File: src/rtl/assert_macros.svh
// Assertion macros for the RTL files; the list core includes them.
`ifndef ASSERT_MACROS_SVH
`define ASSERT_MACROS_SVH

// A condition that must hold at every clock edge outside reset.
`define ASSERT_HOLDS(label, clk, rst_n, cond, msg) \
  label: assert property (@(posedge clk) disable iff (!rst_n) (cond)) else $error(msg);

// A condition that implies another at the same edge.
`define ASSERT_IMPLIES(label, clk, rst_n, ante, cons, msg) \
  label: assert property (@(posedge clk) disable iff (!rst_n) (ante) |-> (cons)) \
    else $error(msg);

// A condition that implies another at the following edge.
`define ASSERT_NEXT(label, clk, rst_n, ante, cons, msg) \
  label: assert property (@(posedge clk) disable iff (!rst_n) (ante) |=> (cons)) \
    else $error(msg);

`endif

File: src/rtl/alc_pkg.sv
package alc_pkg;

  // Number of cells whose read outputs are combined in the first level of the read tree.
  localparam int RD_GROUP = 16;

  typedef enum logic [1:0] {
    OP_INSERT = 2'd0,
    OP_FIRST  = 2'd1,
    OP_NEXT   = 2'd2,
    OP_REMOVE = 2'd3
  } alc_op_t;

  typedef enum logic [1:0] {
    ST_OK   = 2'd0,
    ST_NONE = 2'd1,
    ST_FULL = 2'd2
  } alc_status_t;

  typedef enum logic [1:0] {
    S_IDLE = 2'd0,
    S_RD1  = 2'd1,
    S_RD2  = 2'd2,
    S_UPD  = 2'd3
  } alc_state_t;

  typedef struct packed {
    alc_op_t            op;
    logic signed [31:0] data_in;
  } alc_in_t;

  typedef struct packed {
    alc_status_t        status;
    logic signed [31:0] data_out;
    logic [7:0]         entry_count;
  } alc_out_t;

  typedef struct packed {
    logic wr;
    logic sh;
    logic rd;
  } alc_cell_ctrl_t;

endpackage

File: src/rtl/alc_cell.sv
module alc_cell
  import alc_pkg::*;
(
  input  logic               clk,
  input  alc_cell_ctrl_t     ctrl,
  input  logic signed [31:0] din,
  input  logic signed [31:0] nbr_word,
  output logic signed [31:0] word,
  output logic signed [31:0] rd_word
);

  logic signed [31:0] word_r;

  // A write appends at the end of the list; a shift pulls the upper neighbor down.
  always_ff @(posedge clk) begin
    if (ctrl.wr) begin
      word_r <= din;
    end else if (ctrl.sh) begin
      word_r <= nbr_word;
    end
  end

  assign word    = word_r;
  assign rd_word = ctrl.rd ? word_r : '0;

endmodule

File: config.mk
export PLATFORM = sky130hd
export DESIGN_NAME = alc_cell
export DESIGN_NICKNAME = d
export VERILOG_FILES = /design/src/rtl/assert_macros.svh /design/src/rtl/alc_pkg.sv /design/src/rtl/alc_cell.sv
export SDC_FILE = /design/constraint.sdc
export NUM_CORES = 1
export LEC_CHECK = 0
export ABC_CLOCK_PERIOD_IN_PS = 1790
export BUFFER_PORTS_ARGS = -buffer_cell sky130_fd_sc_hd__clkbuf_2
export CORE_MARGIN = 1
export CORE_UTILIZATION = 35
export DETAILED_ROUTE_END_ITERATION = 10
export GPL_ROUTABILITY_DRIVEN = 0
export PLACE_DENSITY = 0.81
export SLEW_MARGIN = 5
export SYNTH_ARGS = -nofsm -noshare
export SYNTH_HDL_FRONTEND = slang
export SYNTH_SLANG_ARGS = --single-unit
File: constraint.sdc
create_clock -name clk -period 1.79 [get_ports clk]
set_clock_uncertainty 0.15 [all_clocks]
set_input_delay 0 -clock clk [delete_from_list [all_inputs] [get_ports clk]]
set_output_delay 0 -clock clk [all_outputs]
set_load 0.02 [all_outputs]
==> results.yml, run 1 <==
setup_path:
  critPathCaptureType: "flop"
  cp.required_ns: 1.66
  crit_path_start: "din[2]"
  arrival_ns: 1.48
  start_kind: "input port"
  crit_type: "in2reg"
  crit_fanout: 1
sta:
  setup_tns_ns: 0
  relSlewSlack_pct: 69.3
  worst_pin_slew_ns: 0.461
  rsz0062_at_grt: "no"
  fin_ws_ns: 0.176
  fmax_mhz: 620
  fin_crit_ns: 1.61
  slew_viol_final: 0
  hold_viol_final: 0
  finalSetupViolations: 0
  fin_crit_sh_pct: 90.2
power_and_ir_drop:
  p_leak_nw: 1.54
  p_total_w: 0.00218
  irDropWorstVdd_v: 0.000399
  power_density_nw_per_um2: 701
clocking:
  path_clk_slew_ns: 0.07
  clock_path_buffers: 2
  cts-root-buf: "clkbuf_8"
  clkSinkCount: 32
  htree_levels: 2
  post_cts_buffers: 0
  cts_buffers: 5
  cts_tree: "yes"
layout:
  largest_register_ff_count: 32
  layout-drive-gt1-share_pct: 57.0
  fin_nets: 370
  fin_cells: 369
  diodes: 0
  syn_to_final_growth_pct: 81.3
synth:
  ys_top_cells_by_area: "edfxtp_1, mux2_4, and2_1"
  synth_xor_area_share_pct: 0
  synth_nets: 172
  synthCells: 104
  synth.yosys.warnings: 0
  postSynthAreaPerCell_sq_um: 16.5
  synthArstFlopShare_pct: 0
  ys_top_cells_by_count: "and2_1, edfxtp_1, mux2_4"
  synth_fa_ha_area_share_pct: 0
  synth_top_family_by_area: "multiplexers"
  ys_ff_latch: 32
  yosysTopAreaCell: "edfxtp_1"
  muxShareOfSynthArea_pct: 27.3
  ys_types: 8
  synthSimpleGateAreaFrac_pct: 12.0
  syn_area_sq_um: 1720
  ys.flop_type: "edfxtp_1"
  synth_compound_area_share_pct: 0
  synth_edf_count: 32
  seq_area_frac_synth_pct: 55.9
  synth_top_area_share_pct: 55.9
route:
  wl_met3_um: 208
  drt_pass1_iterations: 4
  via_count: 1562
  drt_iter0_drc: 59
  drt-met1-wl_mm: 1.69
  top_layer: "met4"
  via_per_inst: 4.23
  wl_met2_mm: 2.76
  wl_mm: 4.78
  detail_route.wl_per_cell_um: 12.9
  drc: 0
  drtAntennaViolNets: 0
floorplanning:
  die-area_sq_um: 5200
  rows: 25
  io_pins: 132
  die_w_um: 72.1
  die_h_um: 72.1
  core-area_sq_um: 4720
  start_util_pct: 36.4
global_route:
  antenna_found_initial: 0
  grt_max_degree: 33
  grt_pass1_wl_mm: 7.40
  grt_usage_pct: 19.0
  grt_pass1_vias: 1615
  grt.overflow.total: 0
placed_design:
  io_buffers: 131
  dp_hpwl_mm: 3.11
  placed_cells: 298
  pre_cts_slack_ns: 0.560
run_status:
  status: "finished clean"
min_path:
  min_from: "ctrl[1]"
  hold_path.class: "in2reg"
flow_run:
  drv_cap: 0
==> layout by cell type, fill, tap and decap left out <==
cell           count
clkbuf_8           5
clkbuf_1           1
clkinv_2           1
buf_4              3
or2_1              1
mux2_4            29
mux2_2             3
and2_1            32
clkbuf_2         131
dlygate4sd3_1     64
edfxtp_1          32
==> cell type report <==
| type | instances | area (sq um) |
|---|---|---|
| Tap cell | 67 | 83.8 |
| Fill cell | 360 | 1610 |
| Clock inverter | 1 | 5.00 |
| Clock buffer | 6 | 72.6 |
| Multi-Input combinational cell | 65 | 676 |
| Timing Repair Buffer | 198 | 1320 |
| Sequential cell | 32 | 961 |
==> critical path: stages <==
cell	delay, ns
dlygate4sd3_1	0.54
clkbuf_2	0.11
mux2_4	0.25
dlygate4sd3_1	0.59
==> routing by layer <==
metal	vias to the layer above	GRT usage (%)
met2	66	37.7
met1	723	18.1
li1	765	-
met4	0	8.50
met5	-	0
met3	8	4.86
==> report_power, final <==
group / internal (W) / total, W / switching (W)
sequential: 0.000923 / 0.000962 / 0.0000392
combinational: 0.000367 / 0.000712 / 0.000345
clock: 0.000264 / 0.000510 / 0.000247
total: 0.00155 / 0.00218 / 0.000631
==> final timing paths <==
| kind | to | slack, ns | depth (start not counted) |
|---|---|---|---|
| worst max-delay path | word[2] | 0.18 | 4 |
| worst min-delay path | word[29] | 0.33 | 3 |
==> repair_timing <==
action,CTS,global route
resized for setup,0,0
hold endpoints to repair,32,0
hold buffers,64,0
==> stage by stage <==
step                      hold slack [ns]  utilization, %  area [sq um]
after global routing                0.351            66.0          3120
after floorplan                    0.0327               -          1720
after detailed placement            0.154            50.8          2400
after global placement              0.150            50.8          2400
final                               0.330            66.0          3120
after CTS                           0.340            66.0          3120
==> kinds of logic (layout without fill, tap and decap cells) <==
| kind of cell | after synthesis | in the layout |
|---|---|---|
| muxes | 32 | 32 |
| DFF | 32 | 32 |
| buffers and inverters | 7 | 205 |
| and+or+nand+nor | 33 | 33 |
No activity file was read; power rests on OpenSTA's default activity.
==> run 2, diff against run 1 <==
--- a/config.mk
+++ b/config.mk
@@ -7,7 +7,7 @@
 export LEC_CHECK = 0
 export ABC_CLOCK_PERIOD_IN_PS = 1790
 export BUFFER_PORTS_ARGS = -buffer_cell sky130_fd_sc_hd__clkbuf_2
-export CORE_MARGIN = 1
+export CORE_MARGIN = 2
 export CORE_UTILIZATION = 35
 export DETAILED_ROUTE_END_ITERATION = 10
 export GPL_ROUTABILITY_DRIVEN = 0
==> run 2 against run 1 <==
  * Die area grew 5.6%
  * Sequential share of layout area barely moved
  * Highest routed layer unchanged
  * Via count up 2.4%
  * Combinational power barely moved
==> results.yml, run 2 (synthesis results as in run 1) <==
setup_path:
  crit_type: "in2reg"
  cp.buffers_inverters: 3
  critPathCaptureType: "flop"
  cp_slowest_stage_delay_ns: 0.56
  cp.required_ns: 1.66
  cpMostUsedCell: "dlygate4sd3_1"
  crit_family: "buffers and inverters"
  arrival_ns: 1.48
  start_kind: "input port"
  path_cells: "dlygate4sd3_1 -> clkbuf_2 -> mux2_4 -> dlygate4sd3_1"
  slowest_stage: "dlygate4sd3_1"
  crit_fanout: 1
clocking:
  cts_buffers: 5
  post_cts_buffers: 0
  cts_resized: 0
  clkSinkCount: 32
  clock_path_buffers: 2
  htree_levels: 2
  path_clk_slew_ns: 0.07
  cts_hold_buf: 64
  cts-root-buf: "clkbuf_8"
  cts_tree: "yes"
min_path:
  hold_path.class: "in2reg"
floorplanning:
  die-area_sq_um: 5490
  start_util_pct: 36.4
  core-area_sq_um: 4720
  io_pins: 132
  die_w_um: 74.1
  rows: 25
  die_h_um: 74.1
placed_design:
  pre_cts_slack_ns: 0.546
  placed_cells: 298
  io_buffers: 131
  dp_hpwl_mm: 3.23
power_and_ir_drop:
  irDropWorstVdd_v: 0.000513
  p_leak_nw: 1.54
  p_seq_share_pct: 44.0
  power_density_nw_per_um2: 703
  p_int_w: 0.00156
  p_total_w: 0.00219
  power_frac_clock_pct: 23.4
  power_switching_share_pct: 28.8
  power_frac_comb_pct: 32.5
  power.switching_w: 0.000631
route:
  drc: 0
  drt_iter0_drc: 61
  wl_mm: 4.92
  via_per_inst: 4.32
  drt_pass1_iterations: 4
  drtAntennaViolNets: 0
  via_count: 1599
  detail_route.wl_per_cell_um: 13.3
flow_run:
  drv_cap: 0
sta:
  relSlewSlack_pct: 69.8
  slew_viol_final: 0
  fin_crit_ns: 1.61
  setup_tns_ns: 0
  fin_ws_ns: 0.181
  hold_viol_final: 0
  fin_crit_sh_pct: 89.9
  fmax_mhz: 621
  rsz0062_at_grt: "no"
  worst_pin_slew_ns: 0.453
  finalSetupViolations: 0
layout:
  largest_register_ff_count: 32
  fin_nets: 370
  syn_to_final_growth_pct: 81.4
  layout-drive-gt1-share_pct: 56.4
  final_cell_mix: "clkbuf_2, dlygate4sd3_1, and2_1, edfxtp_1, mux2_4"
  diodes: 0
  n_fill_cell: 337
  final_common_cell: "clkbuf_2"
  fin_cells: 370
global_route:
  grt_pass1_vias: 1624
  grt_max_degree: 33
  antenna_found_initial: 0
  grt_pass1_wl_mm: 7.47
  grt_usage_pct: 18.4
  grt.overflow.total: 0
run_status:
  status: "finished clean"
==> run 2: cell count changes in the layout (fill, tap and decap cells not counted) <==
cell | previous run | this run
clkbuf_1 | 1 | 2
clkinv_1 | 0 | 1
clkinv_2 | 1 | 0
==> run 2: worst paths after layout <==
kind  cells past startpoint  slack (ns)        start  endpoint
max                       4        0.18  nbr_word[7]   word[7]
min                       3        0.35      ctrl[1]   word[4]
==> run 2: power by group through the flow <==
stage / combinational [W] / clock (W) / sequential [W]
6_report: 0.000713 / 0.000514 / 0.000965
4_1_cts: 0.000707 / 0.000528 / 0.000964
3_5_place_dp: 0.000575 / 0 / 0.000980
2_1_floorplan: 0.000257 / 0 / 0.00108
5_1_grt: 0.000760 / 0.000568 / 0.000973
3_3_place_gp: 0.000565 / 0 / 0.000977
==> run 2: layout make-up <==
cell class | instances | area, sq um | share of cell area (%)
sequential | 32 | 961 | 30.8
multi-input combinational | 65 | 676 | 21.7
clock buffer | 7 | 76.3 | 2.45
clock inverter | 1 | 3.75 | 0.120
timing repair buffer | 198 | 1320 | 42.3
tap | 67 | 83.8 | 2.69
==> run 2: layer usage <==
layer	track usage [%]	vias to the layer above	routed length [um]
li1	-	765	-
met1	18.9	755	1750
met4	7.07	0	100
met5	0	-	0
met3	4.47	10	268
met2	35.6	69	2800
==> run 2: metrics by stage <==
step	utilization (%)	cell area (sq um)	hold WS (ns)
final	66.0	3120	0.349
after global routing	66.0	3120	0.357
after CTS	66.0	3120	0.339
after detailed placement	50.8	2400	0.154
after global placement	50.8	2400	0.151
after floorplan	-	1720	0.0327
==> run 2: tightest hold or removal path, cell delays in order <==
cell and delay, ns:
clkbuf_2 0.09, or2_1 0.20, buf_4 0.27
